$ cat config.mk
export PLATFORM = sky130hd
export DESIGN_NAME = cube_direction_to_face_uv_top
export DESIGN_NICKNAME = d
export VERILOG_FILES = /design/src/rtl/cdfu_pkg.sv /design/src/rtl/cdfu_select.sv /design/src/rtl/cdfu_div_stage.sv /design/src/rtl/cube_direction_to_face_uv_top.sv
export SDC_FILE = /design/constraint.sdc
export NUM_CORES = 2
export LEC_CHECK = 0
export BUFFER_PORTS_ARGS = -buffer_cell sky130_fd_sc_hd__buf_2
export CORE_MARGIN = 4
export CORE_UTILIZATION = 60
export CTS_CLUSTER_SIZE = 28
export DETAILED_ROUTE_END_ITERATION = 8
export GPL_TIMING_DRIVEN = 0
export HOLD_SLACK_MARGIN = 0.1
export PLACE_DENSITY = 0.76
export SLEW_MARGIN = 20
export SYNTH_ARGS = -nofsm -noshare
export SYNTH_HDL_FRONTEND = slang
export SYNTH_SLANG_ARGS = --single-unit
$ cat constraint.sdc
create_clock -name i_clk -period 7.3 [get_ports i_clk]
set_input_delay 0.365 -clock i_clk [delete_from_list [all_inputs] [get_ports i_clk]]
set_output_delay 0.365 -clock i_clk [all_outputs]
set_load 0.01 [all_outputs]
$ cat src/rtl/cdfu_pkg.sv
// ----------------------------------------------------------------------------
// cdfu_pkg: shared types and constants for cube face selection
// Component and fraction widths, face codes and the divider pipeline word.
// ----------------------------------------------------------------------------
package cdfu_pkg;

    localparam int COMPONENT_BITS = 16;
    localparam int FRACTION_BITS  = 16;

    // Packed stream widths, rounded up to whole bytes
    localparam int IN_FIELD_W  = 3 * COMPONENT_BITS;
    localparam int IN_DATA_W   = ((IN_FIELD_W + 7) / 8) * 8;
    localparam int COORD_W     = FRACTION_BITS + 1;
    localparam int OUT_FIELD_W = 3 + 2 * COORD_W;
    localparam int OUT_DATA_W  = ((OUT_FIELD_W + 7) / 8) * 8;

    // Cube faces in output order
    typedef enum logic [2:0] {
        FACE_POS_X = 3'd0,
        FACE_NEG_X = 3'd1,
        FACE_POS_Y = 3'd2,
        FACE_NEG_Y = 3'd3,
        FACE_POS_Z = 3'd4,
        FACE_NEG_Z = 3'd5
    } t_face;

    // Word carried through the fraction divider stages
    typedef struct packed {
        t_face                     face;
        logic                      zero;
        logic [COMPONENT_BITS:0]   den;
        logic [COMPONENT_BITS:0]   rem_u;
        logic [COMPONENT_BITS:0]   rem_v;
        logic [FRACTION_BITS:0]    quo_u;
        logic [FRACTION_BITS:0]    quo_v;
    } t_div_word;

    // One restoring step: shift the remainder, compare, subtract.
    // Returns {quotient bit, new remainder}.
    function automatic logic [COMPONENT_BITS+1:0] div_step(
        input logic [COMPONENT_BITS:0] rem,
        input logic [COMPONENT_BITS:0] den
    );
        logic [COMPONENT_BITS+1:0] shifted;
        logic [COMPONENT_BITS+1:0] diff;
        logic                      ge;
        shifted = {rem, 1'b0};
        diff    = shifted - {1'b0, den};
        ge      = (shifted >= {1'b0, den});
        return {ge, (ge ? diff[COMPONENT_BITS:0] : shifted[COMPONENT_BITS:0])};
    endfunction

endpackage

$ cat src/rtl/cdfu_select.sv
// ----------------------------------------------------------------------------
// cdfu_select: major axis and face selection front end
// Three stages: magnitudes, major axis with numerators, first quotient bit.
// ----------------------------------------------------------------------------
module cdfu_select (
    input  logic                                          i_clk,
    input  logic                                          i_rst_n,
    input  logic                                          i_valid,
    output logic                                          o_ready,
    input  logic signed [cdfu_pkg::COMPONENT_BITS-1:0]    i_dir_x,
    input  logic signed [cdfu_pkg::COMPONENT_BITS-1:0]    i_dir_y,
    input  logic signed [cdfu_pkg::COMPONENT_BITS-1:0]    i_dir_z,
    output logic                                          o_valid,
    input  logic                                          i_ready,
    output cdfu_pkg::t_div_word                           o_word
);
    import cdfu_pkg::*;

    localparam int CB = COMPONENT_BITS;
    localparam int FB = FRACTION_BITS;

    // Stage A registers
    logic          r_va;
    logic [CB-1:0] r_x, r_y, r_z;
    logic [CB-1:0] r_ax, r_ay, r_az;
    // Stage B registers
    logic          r_vb;
    t_face         r_face_b;
    logic          r_zero_b;
    logic [CB:0]   r_num_u, r_num_v, r_den_b;
    // Stage C registers
    logic          r_vc;
    t_div_word     r_word_c;

    logic rdy_a, rdy_b, rdy_c;

    // Stage A next values
    logic [CB-1:0] n_ax, n_ay, n_az;
    // Stage B next values
    logic          n_zero;
    logic [CB-1:0] m_sel;
    t_face         n_face;
    logic [CB:0]   ext_x, ext_y, ext_z;
    logic [CB:0]   cu, cv;
    logic [CB+1:0] sum_u, sum_v;
    logic [CB:0]   n_num_u, n_num_v, n_den;
    // Stage C next values
    t_div_word     n_word;
    logic          q0_u, q0_v;

    assign rdy_c   = !r_vc || i_ready;
    assign rdy_b   = !r_vb || rdy_c;
    assign rdy_a   = !r_va || rdy_b;
    assign o_ready = rdy_a;
    assign o_valid = r_vc;
    assign o_word  = r_word_c;

    // Take magnitudes; the most negative value maps to its exact magnitude
    always_comb begin
        n_ax = i_dir_x[CB-1] ? (~i_dir_x + CB'(1)) : i_dir_x;
        n_ay = i_dir_y[CB-1] ? (~i_dir_y + CB'(1)) : i_dir_y;
        n_az = i_dir_z[CB-1] ? (~i_dir_z + CB'(1)) : i_dir_z;
    end

    // Pick the major axis (ties to X, then Y) and form numerators
    always_comb begin
        ext_x  = {r_x[CB-1], r_x};
        ext_y  = {r_y[CB-1], r_y};
        ext_z  = {r_z[CB-1], r_z};
        n_zero = (r_ax == '0) && (r_ay == '0) && (r_az == '0);
        if ((r_ax >= r_ay) && (r_ax >= r_az)) begin
            m_sel = r_ax;
            cv    = ext_y;
            if (!r_x[CB-1]) begin
                n_face = FACE_POS_X;
                cu     = -ext_z;
            end else begin
                n_face = FACE_NEG_X;
                cu     = ext_z;
            end
        end else if (r_ay >= r_az) begin
            m_sel = r_ay;
            cu    = ext_x;
            if (!r_y[CB-1]) begin
                n_face = FACE_POS_Y;
                cv     = -ext_z;
            end else begin
                n_face = FACE_NEG_Y;
                cv     = ext_z;
            end
        end else begin
            m_sel = r_az;
            cv    = ext_y;
            if (!r_z[CB-1]) begin
                n_face = FACE_POS_Z;
                cu     = ext_x;
            end else begin
                n_face = FACE_NEG_Z;
                cu     = -ext_x;
            end
        end
        // Zero vector: one over two gives exactly one half
        if (n_zero) begin
            m_sel = CB'(1);
        end
        sum_u   = {2'b00, m_sel} + {cu[CB], cu};
        sum_v   = {2'b00, m_sel} + {cv[CB], cv};
        n_num_u = sum_u[CB:0];
        n_num_v = sum_v[CB:0];
        n_den   = {m_sel, 1'b0};
    end

    // Integer quotient bit: only set when numerator equals the divisor
    always_comb begin
        q0_u         = (r_num_u >= r_den_b);
        q0_v         = (r_num_v >= r_den_b);
        n_word.face  = r_face_b;
        n_word.zero  = r_zero_b;
        n_word.den   = r_den_b;
        n_word.rem_u = q0_u ? (r_num_u - r_den_b) : r_num_u;
        n_word.rem_v = q0_v ? (r_num_v - r_den_b) : r_num_v;
        n_word.quo_u = {{FB{1'b0}}, q0_u};
        n_word.quo_v = {{FB{1'b0}}, q0_v};
    end

    // Advance valid bits per stage
    always_ff @(posedge i_clk) begin
        if (!i_rst_n) begin
            r_va <= 1'b0;
            r_vb <= 1'b0;
            r_vc <= 1'b0;
        end else begin
            if (rdy_a) r_va <= i_valid;
            if (rdy_b) r_vb <= r_va;
            if (rdy_c) r_vc <= r_vb;
        end
    end

    // Hold payload while a stage is stalled
    always_ff @(posedge i_clk) begin
        if (rdy_a) begin
            r_x  <= i_dir_x;
            r_y  <= i_dir_y;
            r_z  <= i_dir_z;
            r_ax <= n_ax;
            r_ay <= n_ay;
            r_az <= n_az;
        end
        if (rdy_b) begin
            r_face_b <= n_face;
            r_zero_b <= n_zero;
            r_num_u  <= n_num_u;
            r_num_v  <= n_num_v;
            r_den_b  <= n_den;
        end
        if (rdy_c) begin
            r_word_c <= n_word;
        end
    end

endmodule

$ cat src/rtl/cdfu_div_stage.sv
// ----------------------------------------------------------------------------
// cdfu_div_stage: one fraction bit of the pipelined restoring divider
// Develops one quotient bit for both face coordinates per stage.
// ----------------------------------------------------------------------------
module cdfu_div_stage (
    input  logic                 i_clk,
    input  logic                 i_rst_n,
    input  logic                 i_valid,
    output logic                 o_ready,
    input  cdfu_pkg::t_div_word  i_word,
    output logic                 o_valid,
    input  logic                 i_ready,
    output cdfu_pkg::t_div_word  o_word
);
    import cdfu_pkg::*;

    localparam int CB = COMPONENT_BITS;
    localparam int FB = FRACTION_BITS;

    logic          r_valid;
    t_div_word     r_word;
    t_div_word     n_word;
    logic          stage_rdy;
    logic [CB+1:0] step_u, step_v;

    assign stage_rdy = !r_valid || i_ready;
    assign o_ready   = stage_rdy;
    assign o_valid   = r_valid;
    assign o_word    = r_word;

    // Shift in the next quotient bit of each coordinate
    always_comb begin
        step_u       = div_step(i_word.rem_u, i_word.den);
        step_v       = div_step(i_word.rem_v, i_word.den);
        n_word       = i_word;
        n_word.rem_u = step_u[CB:0];
        n_word.rem_v = step_v[CB:0];
        n_word.quo_u = {i_word.quo_u[FB-1:0], step_u[CB+1]};
        n_word.quo_v = {i_word.quo_v[FB-1:0], step_v[CB+1]};
    end

    always_ff @(posedge i_clk) begin
        if (!i_rst_n) begin
            r_valid <= 1'b0;
        end else if (stage_rdy) begin
            r_valid <= i_valid;
        end
    end

    always_ff @(posedge i_clk) begin
        if (stage_rdy) begin
            r_word <= n_word;
        end
    end

endmodule

$ cat src/rtl/cube_direction_to_face_uv_top.sv
// ----------------------------------------------------------------------------
// cube_direction_to_face_uv_top: cube map face and (u, v) from a direction
// Front end picks the face; a bit-per-stage divider forms both coordinates.
// ----------------------------------------------------------------------------
// Usage:
//   Slave channel s_axis carries one direction word per handshake: three
//   signed components. Master channel m_axis returns one word per input:
//   face code and the two face coordinates in unsigned fixed point with
//   FRACTION_BITS fraction bits (1.0 is 1 << FRACTION_BITS), plus a tuser
//   flag marking a zero vector (face +X, u = v = one half).
//   Three front-end stages, then one divider stage per fraction bit.
//   Throughput is one word per cycle while m_axis_tready is high; the divider
//   is fully pipelined, with one restoring subtract per stage per coordinate.
//   Every stage has its own valid bit and takes new data when it is empty
//   or its successor moves, so bubbles close up under backpressure.
//   When m_axis_tready is low the last stage holds its word; s_axis_tready
//   falls only once every stage is full. Synchronous active-low reset clears
//   all valid bits; nothing else needs initialization.
// ----------------------------------------------------------------------------
module cube_direction_to_face_uv_top (
    input  logic                               i_clk,
    input  logic                               i_rst_n,
    input  logic                               s_axis_tvalid,
    output logic                               s_axis_tready,
    // tdata: dir_x, dir_y, dir_z (lowest bits first)
    input  logic [cdfu_pkg::IN_DATA_W-1:0]     s_axis_tdata,
    output logic                               m_axis_tvalid,
    input  logic                               m_axis_tready,
    // tdata: face, coord_u, coord_v (lowest bits first), zero padded
    output logic [cdfu_pkg::OUT_DATA_W-1:0]    m_axis_tdata,
    // tuser: zero_vector
    output logic                               m_axis_tuser
);
    import cdfu_pkg::*;

    localparam int CB = COMPONENT_BITS;
    localparam int FB = FRACTION_BITS;
    localparam logic [FB:0] COORD_ONE  = {1'b1, {FB{1'b0}}};
    localparam logic [FB:0] COORD_HALF = {2'b01, {(FB-1){1'b0}}};

    t_div_word w_word  [FB+1];
    logic      w_valid [FB+1];
    logic      w_ready [FB+1];

    logic [CB-1:0] in_x, in_y, in_z;

    assign in_x = s_axis_tdata[CB-1:0];
    assign in_y = s_axis_tdata[2*CB-1:CB];
    assign in_z = s_axis_tdata[3*CB-1:2*CB];

    // Front end: magnitudes, face, numerators, integer quotient bit
    cdfu_select u_select (
        .i_clk   (i_clk),
        .i_rst_n (i_rst_n),
        .i_valid (s_axis_tvalid),
        .o_ready (s_axis_tready),
        .i_dir_x (in_x),
        .i_dir_y (in_y),
        .i_dir_z (in_z),
        .o_valid (w_valid[0]),
        .i_ready (w_ready[0]),
        .o_word  (w_word[0])
    );

    // Divider chain: one fraction bit per stage
    for (genvar k = 0; k < FB; k++) begin : g_div
        cdfu_div_stage u_stage (
            .i_clk   (i_clk),
            .i_rst_n (i_rst_n),
            .i_valid (w_valid[k]),
            .o_ready (w_ready[k]),
            .i_word  (w_word[k]),
            .o_valid (w_valid[k+1]),
            .i_ready (w_ready[k+1]),
            .o_word  (w_word[k+1])
        );
    end

    // Drive the master channel from the last divider stage
    assign w_ready[FB]   = m_axis_tready;
    assign m_axis_tvalid = w_valid[FB];
    assign m_axis_tuser  = w_word[FB].zero;
    assign m_axis_tdata  = {{(OUT_DATA_W-OUT_FIELD_W){1'b0}},
                            w_word[FB].quo_v, w_word[FB].quo_u, w_word[FB].face};

    // Zero vector words carry the defaulted face and coordinates
    a_zero_default: assert property (@(posedge i_clk) disable iff (!i_rst_n)
        m_axis_tvalid && m_axis_tuser |->
            (w_word[FB].face == FACE_POS_X) && (w_word[FB].quo_u == COORD_HALF)
            && (w_word[FB].quo_v == COORD_HALF))
        else $error("zero vector result not defaulted");

    // Coordinates never exceed 1.0
    a_coord_range: assert property (@(posedge i_clk) disable iff (!i_rst_n)
        m_axis_tvalid |-> (w_word[FB].quo_u <= COORD_ONE)
            && (w_word[FB].quo_v <= COORD_ONE))
        else $error("face coordinate above one");

    // Divider remainders stay below the divisor
    a_rem_bound: assert property (@(posedge i_clk) disable iff (!i_rst_n)
        m_axis_tvalid |-> (w_word[FB].rem_u < w_word[FB].den)
            && (w_word[FB].rem_v < w_word[FB].den))
        else $error("divider remainder out of range");

    // Face code is one of the six faces
    a_face_code: assert property (@(posedge i_clk) disable iff (!i_rst_n)
        w_valid[0] |-> (w_word[0].face == FACE_POS_X) || (w_word[0].face == FACE_NEG_X)
            || (w_word[0].face == FACE_POS_Y) || (w_word[0].face == FACE_NEG_Y)
            || (w_word[0].face == FACE_POS_Z) || (w_word[0].face == FACE_NEG_Z))
        else $error("invalid face code");

endmodule

==> impl_metrics.csv <==
group,metric,value,unit
timing,fin_skew,27.0,ps
worst_hold_path,hp-start,"s_axis_tdata[32]",
worst_setup_path,cp.depth,20,
worst_setup_path,cp_slowest_cell,"edfxtp_1",
synthesis,synth_area_leaders,"edfxtp_1, ha_1, xnor2_1",
cts,cts_tree,"yes",
routing,wirelength,182,mm
global_routing,grt_pass1_vias,48300,
worst_setup_path,startpoint_type,"flip-flop",
synthesis,synth_area_per_cell,12.1,um2
place,gp_congestion,0.943,
synthesis,yosys_warnings,0,
routing,antenna_left,0,
synthesis,ys_seq_area_share,52.7,%
cts,ctsLongestPathBuffers,3,
place,port_buffers,90,
worst_hold_path,holdPathStages,2,
worst_setup_path,worst-path-buf-inv,3,
cts,path_clk_slew,60,ps
outcome,status,"completed",
floorplanning,fp.dieW,360,um
layout,fin_util,67.3,%
synthesis,ys_seq_elements,1310,
synthesis,synth_top_area_share,52.2,%
routing,drc,0,
floorplanning,core_area,0.122,mm2
worst_setup_path,crit_path_frequent_cell,"a21oi_1",
global_routing,grt_pass1_wl,278,mm
timing,slew_viol_final,0,
layout,syn2layout_area_growth,11.0,%
floorplanning,fp.dieArea,0.129,mm2
layout,nets,7156,
global_routing,grt_max_degree,63,
global_routing,gr-total-overflow,0,
synthesis,synth_ff_type,"edfxtp_1",
routing,first_pass_iters,7,
timing,slew_headroom,37.2,%
cts,worstSkewPairLatency,770,ps
global_routing,grt_usage,27.5,%
worst_setup_path,r2r-end,"u_select.r_num_v[15]$_DFFE_PP_",
cts,cts_buffers,141,
synthesis,synthesis.area,0.0742,mm2
routing,vias,49600,
routing,viasPerCell,6.07,
worst_setup_path,reg2regPathDepth,20,
synthesis,yosysTopAreaCell,"edfxtp_1",
timing,setup_viol,0,
layout,drive_gt1_share,12.3,%
timing,rsz0062_at_grt,"false",
floorplanning,start_util,60.7,%
worst_setup_path,r2r-start,"u_select.r_az[0]$_DFFE_PP_",
job,drv_cap,0,
global_routing,antenna_found_initial,6,
cts,h-tree-depth,4,
place,hpwl,139,mm
worst_setup_path,worst-path-max-fanout,10,
worst_setup_path,cpPeakStageDelay,620,ps
worst_setup_path,worst-setup-path-type,"flip-flop to flip-flop",
synthesis,syn_inst,6138,
timing,period_needed,6510,ps
routing,drt_iter0_markers,5025,
worst_setup_path,worstPathRequired,7810,ps
timing,setup-tns-final,0,ps
synthesis,yosysMostFrequentCell,"edfxtp_1",
floorplanning,fp.dieH,360,um
floorplanning,io_pins,95,
worst_setup_path,r2r_setup_slack,790,ps
worst_setup_path,end_kind,"flip-flop",
synthesis,synthArstFlopShare,0,%
cts,cts_num_sinks,1310,
cts,cts_resized,0,
worst_setup_path,crit_arrival,7020,ps
timing,hold_viol,0,
synthesis,synth-edff-count,1291,
worst_setup_path,path_cells,"ha_1 -> nor2b_1 -> o21ai_0 -> a31oi_1 -> o221a_2 -> and2_1 -> clkbuf_1 -> buf_2 -> buf_1 -> a21oi_1 -> a21oi_1 -> ha_1 -> a2111o_1 -> nor2_1 -> o21ai_0 -> nand2_1 -> a21oi_1 -> or4_1 -> and3_1 -> a311o_1",
synthesis,synth_common_cells,"edfxtp_1, ha_1, nor2_1",
worst_hold_path,min_path_type,"input pin to flip-flop",
floorplanning,fp-row-count,128,
worst_setup_path,cp_top_family,"compound AO/OA/AOI/OAI gates",
cts,cts_root_buf,"clkbuf_16",
timing,period_share,89.2,%
timing,tightestPinTransition,941,ps
timing,fmax,154,MHz
synthesis,ys_types,95,
routing,post_drt_wl_per_cell,22.3,um
worst_hold_path,hold_end,"u_select.r_az[0]$_DFFE_PP_",
## worst reg2reg max path, delay by kind of cell, from the launching register on
kind                       cells  cell delay (ps)
and+or+nand+nor                6             1140
DFF                            1              620
adders and majority gates      2              790
buffers and inverters          3             1240
AOI/OAI and AO/OA              9             2490
## layout make-up
cell class                      instances  area [um2]
Clock inverter                         78         793
Sequential cell                      1310       39100
Inverter                              460        1740
Clock buffer                          172        3780
Antenna cell                            3        7.51
Multi-Input combinational cell       4281       32800
Buffer                                 89         653
Timing Repair Buffer                  160        1440
Tap cell                             1625        2030
Fill cell                            8992       40000
## worst max path at each step
stage / start / endpoint / slack, ps
2_1_floorplan: g_div[15].u_stage.o_valid$_SDFFE_PN0P_ / g_div[7].u_stage.o_word[0]$_DFFE_PP_ / 1790
5_1_grt: u_select.r_az[0]$_DFFE_PP_ / u_select.r_num_v[15]$_DFFE_PP_ / 690
6_report: u_select.r_az[0]$_DFFE_PP_ / u_select.r_num_v[15]$_DFFE_PP_ / 790
3_5_place_dp: u_select.r_az[0]$_DFFE_PP_ / u_select.r_num_v[15]$_DFFE_PP_ / 1130
4_1_cts: u_select.r_az[0]$_DFFE_PP_ / u_select.r_num_v[15]$_DFFE_PP_ / 1120
3_3_place_gp: m_axis_tready / g_div[7].u_stage.o_word[0]$_DFFE_PP_ / -1160
## kinds of logic after synthesis
| group | share of synthesized area [%] |
|---|---|
| XOR/XNOR | 5.90 |
| adder cells (fa/ha/maj) | 11.5 |
| multiplexers | 5.12 |
| flip-flops | 52.7 |
| AO/OA/AOI/OAI | 11.2 |
| AND/OR/NAND/NOR | 10.4 |
| other | 0.00505 |
| buffers and inverters | 3.21 |
## registers in the layout, indices dropped and copies added, names as in the netlist, 3 cells and up
name / count
u_select.r_num_v: 17
u_select.r_num_u: 17
u_select.r_az: 16
u_select.o_word: 56
u_select.r_den_b: 16
g_div.u_stage.o_word: 1088
u_select.r_ax: 16
u_select.r_ay: 16
g_div.u_stage.o_valid: 16
u_select.r_x: 15
u_select.r_y: 15
u_select.r_z: 15
u_select.r_face_b: 3
## metrics by stage
| stage | instances | area [um2] | setup WS, ps | hold slack [ps] |
|---|---|---|---|---|
| 3_3_place_gp | 7855 | 76700 | -1160 | 400 |
| 6_report | 8178 | 82400 | 790 | 364 |
| 5_1_grt | 8177 | 82400 | 693 | 355 |
| 3_5_place_dp | 7873 | 77300 | 1130 | 405 |
| 2_1_floorplan | 6140 | 74200 | 1790 | 400 |
| 4_1_cts | 8175 | 82400 | 1120 | 319 |
## per-layer routing
metal | track usage, % | up-vias | wire, um
met5 | 0 | - | 0
met4 | 8.72 | 0 | 5470
met3 | 4.37 | 339 | 13600
met2 | 43.9 | 1880 | 83500
met1 | 39.0 | 24000 | 79500
li1 | - | 23400 | -
## cells in the final DEF, fill, tap and decap left out, drive strengths merged, types with 52 or more instances in the layout
cell	n
dlygate4sd3	52
a21o	104
and2	62
nand3	124
nand2	286
nand2b	103
o21a	80
edfxtp	1291
inv	470
nor3	101
o21bai	65
buf	180
clkbuf	189
o21ai	253
xnor2	381
a21oi	437
ha	627
nand4	64
xor2	119
nor2b	91
mux2	291
nor2	486
a31oi	70
## what timing repair did
item / 4_1_cts / 5_1_grt
setup endpoints to repair: 0 / 0
buffers inserted: 0 / 0
endpoints found under the hold margin: 103 / 0
hold buffers: 52 / 0
Power is left out: the tool's default activity adds up to more than one toggle a clock period on the data nets, which glitch-free logic cannot reach.
